$ cat config.mk
export PLATFORM = sky130hd
export DESIGN_NAME = fat_tree_edge_reduce_router_core
export DESIGN_NICKNAME = d
export VERILOG_FILES = /design/src/sv/ftr_pkg.sv /design/src/sv/ftr_engine.sv /design/src/sv/ftr_emit.sv /design/src/sv/fat_tree_edge_reduce_router_core.sv
export SDC_FILE = /design/constraint.sdc
export NUM_CORES = 2
export LEC_CHECK = 0
export BUFFER_PORTS_ARGS = -buffer_cell sky130_fd_sc_hd__buf_4
export CAP_MARGIN = 10
export CORE_ASPECT_RATIO = 1.75
export CORE_MARGIN = 10
export CORE_UTILIZATION = 40
export CTS_CLUSTER_DIAMETER = 50
export CTS_CLUSTER_SIZE = 28
export DETAILED_ROUTE_END_ITERATION = 10
export GPL_ROUTABILITY_DRIVEN = 0
export SETUP_SLACK_MARGIN = 0.05
export SLEW_MARGIN = 20
export SYNTH_ARGS = -nofsm -noshare
export SYNTH_HDL_FRONTEND = slang
export SYNTH_SLANG_ARGS = --single-unit
$ cat constraint.sdc
create_clock -name clk -period 12.9 [get_ports clk]
set_input_delay 1.935 -clock clk [delete_from_list [all_inputs] [get_ports clk]]
set_output_delay 1.935 -clock clk [all_outputs]
set_load 0.02 [all_outputs]
$ cat src/sv/ftr_pkg.sv
`timescale 1ns / 1ps
// ----------------------------------------------------------------------------
// Fat tree edge switch router package
// Shared widths, message codes, result types and helper functions.
// ----------------------------------------------------------------------------
package ftr_pkg;

  localparam int PORTS    = 8;
  localparam int HALF     = PORTS / 2;
  localparam int PORT_W   = 3;
  localparam int HALF_W   = $clog2(HALF);
  localparam int ID_W     = 8;
  localparam int NODE_W   = 10;
  localparam int DATA_W   = 32;
  localparam int LEVEL_W  = 8;
  localparam int LEVELS_W = 32;
  localparam int KIND_W   = 3;
  localparam int OP_W     = 2;
  localparam int ERR_W    = 4;
  localparam int MAX_RES  = 4;
  localparam int CNT_W    = $clog2(MAX_RES + 1);

  typedef enum logic [KIND_W-1:0] {
    MSG_UNICAST   = 3'd0,
    MSG_BROADCAST = 3'd1,
    MSG_BARRIER   = 3'd2,
    MSG_RELEASE   = 3'd3,
    MSG_REDUCE    = 3'd4,
    MSG_ERROR     = 3'd5
  } msg_kind_t;

  typedef enum logic [OP_W-1:0] {
    OP_MAX = 2'd0,
    OP_MIN = 2'd1,
    OP_SUM = 2'd2,
    OP_MUL = 2'd3
  } red_op_t;

  typedef enum logic [ERR_W-1:0] {
    ERR_NONE         = 4'd0,
    ERR_BARRIER_UP   = 4'd1,
    ERR_RELEASE_DOWN = 4'd2,
    ERR_UPRED_UP     = 4'd3,
    ERR_OTHER_BUSY   = 4'd4,
    ERR_DUPLICATE    = 4'd5,
    ERR_DEST         = 4'd6,
    ERR_OP           = 4'd7,
    ERR_SELF         = 4'd8
  } err_code_t;

  typedef struct packed {
    logic [KIND_W-1:0]   req_type;
    logic [PORT_W-1:0]   src_port;
    logic [NODE_W-1:0]   dest_node;
    logic [OP_W-1:0]     op_kind;
    logic [DATA_W-1:0]   payload;
    logic [LEVELS_W-1:0] up_levels;
  } item_t;

  typedef struct packed {
    logic [PORT_W-1:0] port;
    logic [KIND_W-1:0] kind;
    logic [NODE_W-1:0] dest;
    logic [OP_W-1:0]   op;
    logic [DATA_W-1:0] data;
    logic [ERR_W-1:0]  err;
  } res_t;

  typedef struct packed {
    logic [CNT_W-1:0]         cnt;
    res_t [MAX_RES-1:0]       res;
  } bundle_t;

  function automatic res_t mk_res(input logic [PORT_W-1:0] port,
                                  input logic [KIND_W-1:0] kind,
                                  input logic [NODE_W-1:0] dest,
                                  input logic [OP_W-1:0]   op,
                                  input logic [DATA_W-1:0] data,
                                  input logic [ERR_W-1:0]  err);
    res_t r;
    r.port = port;
    r.kind = kind;
    r.dest = dest;
    r.op   = op;
    r.data = data;
    r.err  = err;
    return r;
  endfunction

  // Queue level of one up port; ports whose field lies past the word read as 0.
  function automatic logic [LEVEL_W-1:0] level_of(input logic [LEVELS_W-1:0] levels,
                                                  input int idx);
    if (idx * LEVEL_W >= LEVELS_W) begin
      return '0;
    end
    return LEVEL_W'(levels >> (idx * LEVEL_W));
  endfunction

  // Least-loaded up port, lowest index on ties.
  function automatic logic [PORT_W-1:0] least_up(input logic [LEVELS_W-1:0] levels);
    logic [LEVEL_W-1:0] best_lvl;
    logic [LEVEL_W-1:0] lvl;
    logic [PORT_W-1:0]  best;
    best     = '0;
    best_lvl = level_of(levels, 0);
    for (int i = 1; i < HALF; i++) begin
      lvl = level_of(levels, i);
      if (lvl < best_lvl) begin
        best_lvl = lvl;
        best     = PORT_W'(i);
      end
    end
    return best;
  endfunction

  function automatic logic [DATA_W-1:0] combine(input logic [OP_W-1:0]   op,
                                                input logic [DATA_W-1:0] acc,
                                                input logic [DATA_W-1:0] v);
    logic [DATA_W-1:0] r;
    case (op)
      OP_MAX:  r = ($signed(acc) < $signed(v)) ? v : acc;
      OP_MIN:  r = ($signed(v) < $signed(acc)) ? v : acc;
      OP_SUM:  r = DATA_W'(acc + v);
      OP_MUL:  r = DATA_W'(acc * v);
      default: r = acc;
    endcase
    return r;
  endfunction

endpackage

$ cat src/sv/ftr_engine.sv
`timescale 1ns / 1ps
// ----------------------------------------------------------------------------
// Fat tree router decision engine
// Routes one registered item, keeps barrier and reduction state, and builds
// the bundle of results that the item causes.
// ----------------------------------------------------------------------------
module ftr_engine (
  input  logic                      clk,
  input  logic                      rst_n,
  input  logic                      fire,
  input  ftr_pkg::item_t            item,
  input  logic [ftr_pkg::ID_W-1:0]  switch_id,
  output ftr_pkg::bundle_t          bundle
);
  import ftr_pkg::*;

  logic [HALF-1:0]   release_seen_r, release_seen_nxt;
  logic              up_busy_r, up_busy_nxt;
  logic [NODE_W-1:0] up_target_r, up_target_nxt;
  logic [OP_W-1:0]   up_op_r, up_op_nxt;
  logic [DATA_W-1:0] up_accum_r, up_accum_nxt;
  logic [HALF-1:0]   up_seen_r, up_seen_nxt;
  logic              down_busy_r, down_busy_nxt;
  logic [NODE_W-1:0] down_target_r, down_target_nxt;
  logic [OP_W-1:0]   down_op_r, down_op_nxt;
  logic [DATA_W-1:0] down_accum_r, down_accum_nxt;
  logic [PORTS-1:0]  down_seen_r, down_seen_nxt;

  logic [NODE_W-1:0] base;
  logic [NODE_W-1:0] diff;
  logic              owned;
  logic [PORT_W-1:0] dport;
  logic [PORT_W-1:0] lu_port;
  logic              from_down;
  logic [HALF-1:0]   up_bit;
  logic [PORTS-1:0]  down_bit;
  logic [HALF-1:0]   rel_new;
  logic [HALF-1:0]   up_seen_new;
  logic [PORTS-1:0]  down_seen_new;
  logic [DATA_W-1:0] comb_val;
  logic [ERR_W-1:0]  err;
  logic [CNT_W-1:0]  n;

  localparam logic [HALF-1:0] DOWN_ALL = '1;

  assign base      = NODE_W'(switch_id) * NODE_W'(HALF);
  assign diff      = item.dest_node - base;
  assign owned     = (item.dest_node >= base) && (diff < NODE_W'(HALF));
  assign dport     = owned ? (PORT_W'(HALF) + PORT_W'(diff[HALF_W-1:0])) : '0;
  assign lu_port   = least_up(item.up_levels);
  assign from_down = item.src_port >= PORT_W'(HALF);
  assign up_bit    = HALF'(1) << item.src_port[HALF_W-1:0];
  assign down_bit  = PORTS'(1) << item.src_port;
  assign rel_new   = release_seen_r | up_bit;
  assign up_seen_new   = up_seen_r | up_bit;
  assign down_seen_new = down_seen_r | down_bit;

  // One shared combine unit: only one direction joins per item.
  assign comb_val = owned ? combine(down_op_r, down_accum_r, item.payload)
                          : combine(up_op_r, up_accum_r, item.payload);

  always_comb begin
    release_seen_nxt = release_seen_r;
    up_busy_nxt      = up_busy_r;
    up_target_nxt    = up_target_r;
    up_op_nxt        = up_op_r;
    up_accum_nxt     = up_accum_r;
    up_seen_nxt      = up_seen_r;
    down_busy_nxt    = down_busy_r;
    down_target_nxt  = down_target_r;
    down_op_nxt      = down_op_r;
    down_accum_nxt   = down_accum_r;
    down_seen_nxt    = down_seen_r;
    bundle           = '0;
    err              = ERR_NONE;
    n                = '0;

    case (item.req_type)
      MSG_UNICAST: begin
        bundle.res[0] = mk_res(owned ? dport : lu_port, MSG_UNICAST, item.dest_node,
                               '0, item.payload, ERR_NONE);
        n = CNT_W'(1);
      end
      MSG_BROADCAST: begin
        for (int i = HALF; i < PORTS; i++) begin
          if (!from_down || item.src_port != PORT_W'(i)) begin
            bundle.res[n[HALF_W-1:0]] = mk_res(PORT_W'(i), MSG_BROADCAST, '0, '0,
                                               item.payload, ERR_NONE);
            n = n + CNT_W'(1);
          end
        end
        if (from_down) begin
          bundle.res[n[HALF_W-1:0]] = mk_res(lu_port, MSG_BROADCAST, '0, '0,
                                             item.payload, ERR_NONE);
          n = n + CNT_W'(1);
        end
      end
      MSG_BARRIER: begin
        if (!from_down) begin
          err = ERR_BARRIER_UP;
        end else begin
          for (int i = 0; i < HALF; i++) begin
            bundle.res[i] = mk_res(PORT_W'(i), MSG_BARRIER, '0, '0, '0, ERR_NONE);
          end
          n = CNT_W'(HALF);
        end
      end
      MSG_RELEASE: begin
        if (from_down) begin
          err = ERR_RELEASE_DOWN;
        end else if (rel_new == DOWN_ALL) begin
          for (int i = 0; i < HALF; i++) begin
            bundle.res[i] = mk_res(PORT_W'(HALF + i), MSG_RELEASE, '0, '0, '0, ERR_NONE);
          end
          n = CNT_W'(HALF);
          release_seen_nxt = '0;
        end else begin
          release_seen_nxt = rel_new;
        end
      end
      MSG_REDUCE: begin
        if (!owned) begin
          if (!from_down) begin
            err = ERR_UPRED_UP;
          end else if (down_busy_r) begin
            err = ERR_OTHER_BUSY;
          end else if (!up_busy_r) begin
            up_busy_nxt   = 1'b1;
            up_target_nxt = item.dest_node;
            up_op_nxt     = item.op_kind;
            up_accum_nxt  = item.payload;
            up_seen_nxt   = up_bit;
          end else if ((up_seen_r & up_bit) != '0) begin
            err = ERR_DUPLICATE;
          end else if (item.dest_node != up_target_r) begin
            err = ERR_DEST;
          end else if (item.op_kind != up_op_r) begin
            err = ERR_OP;
          end else if (up_seen_new == DOWN_ALL) begin
            bundle.res[0] = mk_res(PORT_W'(switch_id[HALF_W-1:0]), MSG_REDUCE,
                                   up_target_r, up_op_r, comb_val, ERR_NONE);
            n            = CNT_W'(1);
            up_busy_nxt  = 1'b0;
            up_seen_nxt  = '0;
            up_accum_nxt = comb_val;
          end else begin
            up_accum_nxt = comb_val;
            up_seen_nxt  = up_seen_new;
          end
        end else begin
          if (up_busy_r) begin
            err = ERR_OTHER_BUSY;
          end else if (!down_busy_r) begin
            if (item.src_port == dport) begin
              err = ERR_SELF;
            end else begin
              down_busy_nxt   = 1'b1;
              down_target_nxt = item.dest_node;
              down_op_nxt     = item.op_kind;
              down_accum_nxt  = item.payload;
              down_seen_nxt   = down_bit;
            end
          end else if ((down_seen_r & down_bit) != '0) begin
            err = ERR_DUPLICATE;
          end else if (item.dest_node != down_target_r) begin
            err = ERR_DEST;
          end else if (item.op_kind != down_op_r) begin
            err = ERR_OP;
          end else if (item.src_port == dport) begin
            err = ERR_SELF;
          end else if ($countones(down_seen_new) == PORTS - 1) begin
            bundle.res[0] = mk_res(dport, MSG_REDUCE, down_target_r, down_op_r,
                                   comb_val, ERR_NONE);
            n              = CNT_W'(1);
            down_busy_nxt  = 1'b0;
            down_seen_nxt  = '0;
            down_accum_nxt = comb_val;
          end else begin
            down_accum_nxt = comb_val;
            down_seen_nxt  = down_seen_new;
          end
        end
      end
      default: begin
        n = '0;
      end
    endcase

    if (err != ERR_NONE) begin
      bundle.res[0] = mk_res(item.src_port, MSG_ERROR, '0, '0, '0, err);
      n = CNT_W'(1);
    end
    bundle.cnt = n;
  end

  always_ff @(posedge clk) begin
    if (!rst_n) begin
      release_seen_r <= '0;
      up_busy_r      <= 1'b0;
      up_seen_r      <= '0;
      down_busy_r    <= 1'b0;
      down_seen_r    <= '0;
    end else if (fire) begin
      release_seen_r <= release_seen_nxt;
      up_busy_r      <= up_busy_nxt;
      up_seen_r      <= up_seen_nxt;
      down_busy_r    <= down_busy_nxt;
      down_seen_r    <= down_seen_nxt;
    end
  end

  // Reduction data is only read while its direction is busy.
  always_ff @(posedge clk) begin
    if (fire) begin
      up_target_r   <= up_target_nxt;
      up_op_r       <= up_op_nxt;
      up_accum_r    <= up_accum_nxt;
      down_target_r <= down_target_nxt;
      down_op_r     <= down_op_nxt;
      down_accum_r  <= down_accum_nxt;
    end
  end

  a_one_direction: assert property (@(posedge clk) disable iff (!rst_n)
    !(up_busy_r && down_busy_r))
    else $error("both reduction directions busy");

  a_up_seen_busy: assert property (@(posedge clk) disable iff (!rst_n)
    up_busy_r == (up_seen_r != '0))
    else $error("up reduction contributor mask disagrees with busy flag");

  a_down_seen_busy: assert property (@(posedge clk) disable iff (!rst_n)
    down_busy_r == (down_seen_r != '0))
    else $error("down reduction contributor mask disagrees with busy flag");

endmodule

$ cat src/sv/ftr_emit.sv
`timescale 1ns / 1ps
// ----------------------------------------------------------------------------
// Fat tree router result emitter
// Holds one bundle of results; drains one per cycle while out_ready is high.
// ----------------------------------------------------------------------------
module ftr_emit (
  input  logic                        clk,
  input  logic                        rst_n,
  input  logic                        load,
  input  ftr_pkg::bundle_t            bundle,
  output logic                        load_ok,
  output logic                        out_valid,
  input  logic                        out_ready,
  output ftr_pkg::res_t               out_res,
  output logic                        out_last
);
  import ftr_pkg::*;

  logic [CNT_W-1:0]   cnt_r, cnt_nxt;
  res_t [MAX_RES-1:0] q_r, q_nxt;
  logic               take;

  assign out_valid = cnt_r != '0;
  assign take      = out_valid && out_ready;
  assign out_res   = q_r[0];
  assign out_last  = cnt_r == CNT_W'(1);
  assign load_ok   = (cnt_r == '0) || (take && out_last);

  always_comb begin
    cnt_nxt = cnt_r;
    q_nxt   = q_r;
    if (take) begin
      for (int i = 0; i < MAX_RES - 1; i++) begin
        q_nxt[i] = q_r[i + 1];
      end
      cnt_nxt = cnt_r - CNT_W'(1);
    end
    if (load) begin
      q_nxt   = bundle.res;
      cnt_nxt = bundle.cnt;
    end
  end

  always_ff @(posedge clk) begin
    if (!rst_n) begin
      cnt_r <= '0;
    end else begin
      cnt_r <= cnt_nxt;
    end
  end

  always_ff @(posedge clk) begin
    q_r <= q_nxt;
  end

  a_cnt_range: assert property (@(posedge clk) disable iff (!rst_n)
    cnt_r <= CNT_W'(MAX_RES))
    else $error("result count out of range");

  a_drain_step: assert property (@(posedge clk) disable iff (!rst_n)
    (take && cnt_r > CNT_W'(1)) |=> (cnt_r == $past(cnt_r) - CNT_W'(1)))
    else $error("bundle did not drain by one result");

endmodule

$ cat src/sv/fat_tree_edge_reduce_router_core.sv
`timescale 1ns / 1ps
// ----------------------------------------------------------------------------
// Fat tree edge switch router with in-network reduction
// Top level: input register, switch id register, decision engine and
// result emitter.
// ----------------------------------------------------------------------------
// Path: an item is held in the input register, then in the result register.
// Throughput: one item per cycle while out_ready is high and it makes at most
//   one result; an item with more (at most four) holds the result register.
// Reset: synchronous active-low rst_n clears switch_id, the barrier and
//   reduction bookkeeping and both channel registers; no clearing pass.
// ----------------------------------------------------------------------------
module fat_tree_edge_reduce_router_core (
  input  logic                                 clk,
  input  logic                                 rst_n,
  // Configuration write channel (switch_id).
  input  logic                                 cfg_valid,
  output logic                                 cfg_ready,
  input  logic [ftr_pkg::ID_W-1:0]             cfg_data,
  // Input channel.
  input  logic                                 in_valid,
  output logic                                 in_ready,
  input  logic [ftr_pkg::KIND_W-1:0]           in_req_type,
  input  logic [ftr_pkg::PORT_W-1:0]           in_src_port,
  input  logic [ftr_pkg::NODE_W-1:0]           in_dest_node,
  input  logic [ftr_pkg::OP_W-1:0]             in_op_kind,
  input  logic signed [ftr_pkg::DATA_W-1:0]    in_payload,
  input  logic [ftr_pkg::LEVELS_W-1:0]         in_up_levels,
  // Result channel.
  output logic                                 out_valid,
  input  logic                                 out_ready,
  output logic [ftr_pkg::PORT_W-1:0]           out_port,
  output logic [ftr_pkg::KIND_W-1:0]           out_kind,
  output logic [ftr_pkg::NODE_W-1:0]           out_dest,
  output logic [ftr_pkg::OP_W-1:0]             out_op,
  output logic signed [ftr_pkg::DATA_W-1:0]    out_data,
  output logic [ftr_pkg::ERR_W-1:0]            out_error_code,
  output logic                                 out_last
);
  import ftr_pkg::*;

  logic [ID_W-1:0] switch_id_r;
  logic            in_full_r, in_full_nxt;
  item_t           in_q_r;
  logic            in_take;
  logic            proc_fire;
  logic            emit_ok;
  bundle_t         bundle;
  res_t            res;

  // The switch id may change at any time the block is idle, so the
  // configuration port is always ready.
  assign cfg_ready = 1'b1;

  always_ff @(posedge clk) begin
    if (!rst_n) begin
      switch_id_r <= '0;
    end else if (cfg_valid) begin
      switch_id_r <= cfg_data;
    end
  end

  // Input register. The held item is processed as soon as the emitter can
  // take its bundle, which frees the register in the same cycle; a new
  // transfer is therefore accepted while results of the previous item are
  // still draining.
  assign proc_fire = in_full_r && emit_ok;
  assign in_ready  = !in_full_r || proc_fire;
  assign in_take   = in_valid && in_ready;

  always_comb begin
    in_full_nxt = in_full_r;
    if (in_take) begin
      in_full_nxt = 1'b1;
    end else if (proc_fire) begin
      in_full_nxt = 1'b0;
    end
  end

  always_ff @(posedge clk) begin
    if (!rst_n) begin
      in_full_r <= 1'b0;
    end else begin
      in_full_r <= in_full_nxt;
    end
  end

  always_ff @(posedge clk) begin
    if (in_take) begin
      in_q_r.req_type  <= in_req_type;
      in_q_r.src_port  <= in_src_port;
      in_q_r.dest_node <= in_dest_node;
      in_q_r.op_kind   <= in_op_kind;
      in_q_r.payload   <= in_payload;
      in_q_r.up_levels <= in_up_levels;
    end
  end

  // Routing, barrier collection and reduction: all state changes happen at
  // the edge where the item moves into the result bundle.
  ftr_engine u_engine (
    .clk       (clk),
    .rst_n     (rst_n),
    .fire      (proc_fire),
    .item      (in_q_r),
    .switch_id (switch_id_r),
    .bundle    (bundle)
  );

  // Result register: up to four results leave one transfer per cycle while
  // out_ready is high, the last one flagged.
  ftr_emit u_emit (
    .clk       (clk),
    .rst_n     (rst_n),
    .load      (proc_fire),
    .bundle    (bundle),
    .load_ok   (emit_ok),
    .out_valid (out_valid),
    .out_ready (out_ready),
    .out_res   (res),
    .out_last  (out_last)
  );

  assign out_port       = res.port;
  assign out_kind       = res.kind;
  assign out_dest       = res.dest;
  assign out_op         = res.op;
  assign out_data       = res.data;
  assign out_error_code = res.err;

endmodule
* Word level (Yosys, flattened, before mapping)
Cells that the tools add are included.
Storage, ports and cells: register bits after elaboration 416, input port bits 95, output and inout bits 58, word-level logic and storage cells 297
Cells by class: add/sub/neg operators 16, multiply operators 2, magnitude comparators 18, equal/unequal tests 29, shift operators 2, mux-type cells 142, bitwise operators 10, reduce and logical (&&, ||, !) cells 34
Operators with widths (count):
- $mux 216 | 9
- $mux 54 | 21
- $bwmux 216 | 4
- $pmux 162 s3 | 1
- $mux 32 | 15
- $demux 54 s2 | 4
- $mux 162 | 2
- $pmux 54 s5 | 1
- $pmux 32 s4 | 2
- $mux 215 | 1
- $add 32x32->32 | 5
- $lt 32x32->1 | 4
- $mux 3 | 32
- $mux 4 | 18
- $mux 8 | 9
- $mul 32x32->32 | 2
- $mux 53 | 1
- $eq 32x4->1 const B | 1
- $lt 8x8->1 | 3
- $ne 10x10->1 | 2
- $mux 1 | 19
- $reduce_and 8->1 | 2
- $pmux 3 s5 | 1
- $add 3x1->3 const B | 4
- 41 further kinds | 90

* Logic depth before layout (Yosys ltp)
depth in word-level cells 23, gate-level depth with buffers 30, depth with buffers taken out 28

* Modules after synthesis
A second synthesis with hierarchy kept.
Second synthesis, totals: cells, all modules 6169, area total of the unflattened synthesis 58932.8 um^2
Modules (own cells, without submodules):
- ftr_engine | times used 1, cells an instance 5575, area each 46965.0 um^2
- ftr_emit | times used 1, cells an instance 479, area each 9142.5 um^2
- fat_tree_edge_reduce_router_core | times used 1, cells an instance 115, area each 2825.2 um^2

* Worst setup path after synthesis
Ideal clock, no wire load.
kind register to register, from register in_q_r[37] (netlist bit), to register u_emit.q_r, in the netlist u_emit.out_res[35], data pin, arrival time 7.579 ns, slack 5.050 ns, stages on the path, launching flop included 29, buffers on the path 2, clock period less this slack 7.850 ns, cells stage by stage edfxtp_1 clkbuf_1 inv_1 buf_1 nor2_1 fa_1 fa_1 fa_1 inv_1 fa_1 inv_1 fa_1 inv_1 fa_1 inv_1 fa_1 fa_1 ha_1 nand4_1 o21ai_0 a211oi_1 a21oi_1 a211oi_1 a31oi_1 o21a_1 nor3_1 o221ai_1 a311oi_1 o21ai_0
RTL lines:
- start: declaration | line fat_tree_edge_reduce_router_core.sv:44 | item_t in_q_r;
- end signal: assignment | line ftr_emit.sv:53 | q_r <= q_nxt;
- end: declaration | line ftr_emit.sv:20 | res_t [MAX_RES-1:0] q_r, q_nxt;

==> qor.yml <==
grt_pass1_vias: 48568
min_period_ns: 9.67
antenna_found_initial: 19
fillerInstances: 13531
hold_buffers: 0
hp-class: "register to register"
nets: 7278
viasPerCell: 5.89
wl_per_cell_um: 29.0
cts_sinks: 365
final_antenna_net_count: 0
die_area_mm2: 0.153
die_w_um: 300
synthTopCellsByArea: "fa_1 30%, edfxtp_1 18%, ha_1 9.7%"
syn-cell-area_mm2: 0.0549
crit_path_start_kind: "register"
hold_depth: 2
cts_tree: "yes"
async_flop_share: 0
synth-edff-count: 335
synthCells: 6002
drt-total-wl_um: 225000
maxSlewViolCount: 0
post-route-period-util: 0.749
grt_pass1_wl_um: 325000
postLayoutSetupSlackWorst_ns: 3.23
synthToLayoutAreaGrowth_pct: 7.15
ios: 153
setup_violations: 0
maxCapViolations: 0
fin_area_mm2: 0.0589
cts_buffer_depth: 3
status: "finished clean"
synth_top_cell_area_share: 0.300
cts_setup_buffers: 0
fmax_mhz: 103
syn_area_per_cell_um2: 9.15
clockRootBuffer: "clkbuf_16"
drc: 0
synth_seq_area_share: 0.194
ys_warn_count: 0
floorplan.initialDensity: 0.404
cts.clk_slew.worst_paths_ns: 0.10
drive_gt1_frac: 0.0712
io_buffers: 151
vias: 45828
clkLatencyLatePin_ns: 0.69
htree_levels: 1
max_slew_margin: 0.148
first_pass_iters: 6
pre_cts_ws_ns: 3.81
cts_inserted_buffers: 27
place_hpwl_um: 166000
layout_common_cells: "916 x inv_1, 823 x fa_1, 662 x nand2_1, 597 x nor2_1, 425 x ha_1"
setup-tns-final_ns: 0
grt_setup_unrepaired: "false"
cts_resized: 0
syn_nets: 7345
crit_path_max_fanout: 9
worstPathRequired_ns: 13.40
grt_max_degree: 81
grt_usage: 0.293
yosys.cell_types.count: 101
crit_type: "register to register"
place_area_mm2: 0.0577
r2r_cells: 23
rows: 179
globalRouteOverflowTotal: 0
die_h_um: 510
synth-seq-cells: 365
drt_iter0_markers: 4053
hold_violations: 0
end_kind: "register"
tightestPinTransition_ns: 1.27
worstPathArrival_ns: 10.16
final_common_cell: "inv_1"
synth_ff_type: "edfxtp_1"
design.core.area_mm2: 0.136
skew_ns: 0.0510
yosysTopAreaCell: "fa_1"
-- critical path, stage by stage (launching register included) --
cell	delay, ns
edfxtp_1	0.98
clkinv_1	0.68
nor2_1	0.30
fa_1	0.45
inv_1	0.09
fa_1	0.42
fa_1	0.51
fa_1	0.55
inv_1	0.05
fa_1	0.48
fa_1	0.57
fa_1	0.44
fa_1	0.50
ha_1	0.38
a21oi_1	0.25
o21ai_0	0.19
nand3_1	0.12
a21boi_0	0.12
a211oi_1	0.48
a31oi_1	0.25
o21ai_0	0.95
nand2_1	0.09
or3_1	0.38
o311ai_1	0.23
-- logic make-up (layout without fill, tap and decap cells) --
| kind of cell | count (synthesis) | after routing | synth area share |
|---|---|---|---|
| simple gates | 1814 | 1814 | 0.149 |
| buf+inv | 1342 | 1296 | 0.0967 |
| fa+ha+maj | 1248 | 1248 | 0.397 |
| compound gates | 902 | 902 | 0.109 |
| flops | 365 | 365 | 0.194 |
| xor+xnor | 241 | 241 | 0.0384 |
| mux | 89 | 89 | 0.0170 |
| other cells | 1 | 14 | 0.0000682 |
-- cell type report --
| cell class | instances | area [um^2] | area share |
|---|---|---|---|
| inverters | 947 | 3560 | 0.0605 |
| multi-input cells | 4295 | 39000 | 0.663 |
| diodes | 13 | 32.5 | 0.000553 |
| well taps | 1810 | 2260 | 0.0385 |
| flip-flops and latches | 365 | 10700 | 0.181 |
| clock buffers | 27 | 676 | 0.0115 |
| clock inverters | 23 | 388 | 0.00659 |
| repair buffers | 299 | 2260 | 0.0383 |
-- registers in the layout, indices dropped and copies added, names as in the netlist --
name / count
in_full_r: 1
in_q_r: 82
switch_id_r: 8
u_emit.cnt_r: 3
u_emit.out_res: 54
u_emit.q_r: 111
u_engine.down_accum_r: 32
u_engine.down_busy_r: 1
u_engine.down_op_r: 2
u_engine.down_seen_r: 8
u_engine.down_target_r: 10
u_engine.release_seen_r: 4
u_engine.up_accum_r: 32
u_engine.up_busy_r: 1
u_engine.up_op_r: 2
u_engine.up_seen_r: 4
u_engine.up_target_r: 10
-- per-stage QoR --
step                std cells  hold WS (ns)  utilization
floorplan                6002         0.437            -
global placement         7713         0.453        0.424
detailed placement       7713         0.463        0.424
CTS                      7763         0.483        0.432
global route             7767         0.530        0.432
finish                   7779         0.477        0.432
-- cells in the mapped netlist (42+ instances only) --
master and n:
a21o_1 44, a21oi_1 304, a22o_1 68, and2_1 273, buf_1 42, buf_4 57, clkbuf_1 265, edfxtp_1 335
fa_1 823, ha_1 425, inv_1 920, mux2i_1 76, nand2_1 662, nor2_1 602, nor3_1 52, o211ai_1 43
o21ai_0 141, xnor2_1 189, xor2_1 52
-- worst paths after layout --
path	startpoint	to	slack (ns)
min reg2reg	u_engine.release_seen_r[0]$_SDFFE_PN0P_	u_engine.release_seen_r[0]$_SDFFE_PN0P_	0.48
max	u_engine.down_accum_r[19]$_DFFE_PP_	u_emit.out_res[33]$_DFFE_PP_	3.23
min	u_engine.release_seen_r[0]$_SDFFE_PN0P_	u_engine.release_seen_r[0]$_SDFFE_PN0P_	0.48
max reg2reg	u_engine.down_accum_r[19]$_DFFE_PP_	u_emit.out_res[33]$_DFFE_PP_	3.23
-- layer usage --
layer | routed length [um] | vias up | part of all wire | track usage
met1 | 68600 | 22856 | 0.30 | 0.283
met5 | 138 | - | 0.00061 | 0
met3 | 19600 | 1178 | 0.087 | 0.0724
met2 | 110000 | 2685 | 0.49 | 0.502
met4 | 27200 | 22 | 0.12 | 0.291
li1 | - | 19087 | - | -
Power is not shown: default switching activity piles up to over one toggle a cycle in this logic, so the estimate is an artifact.
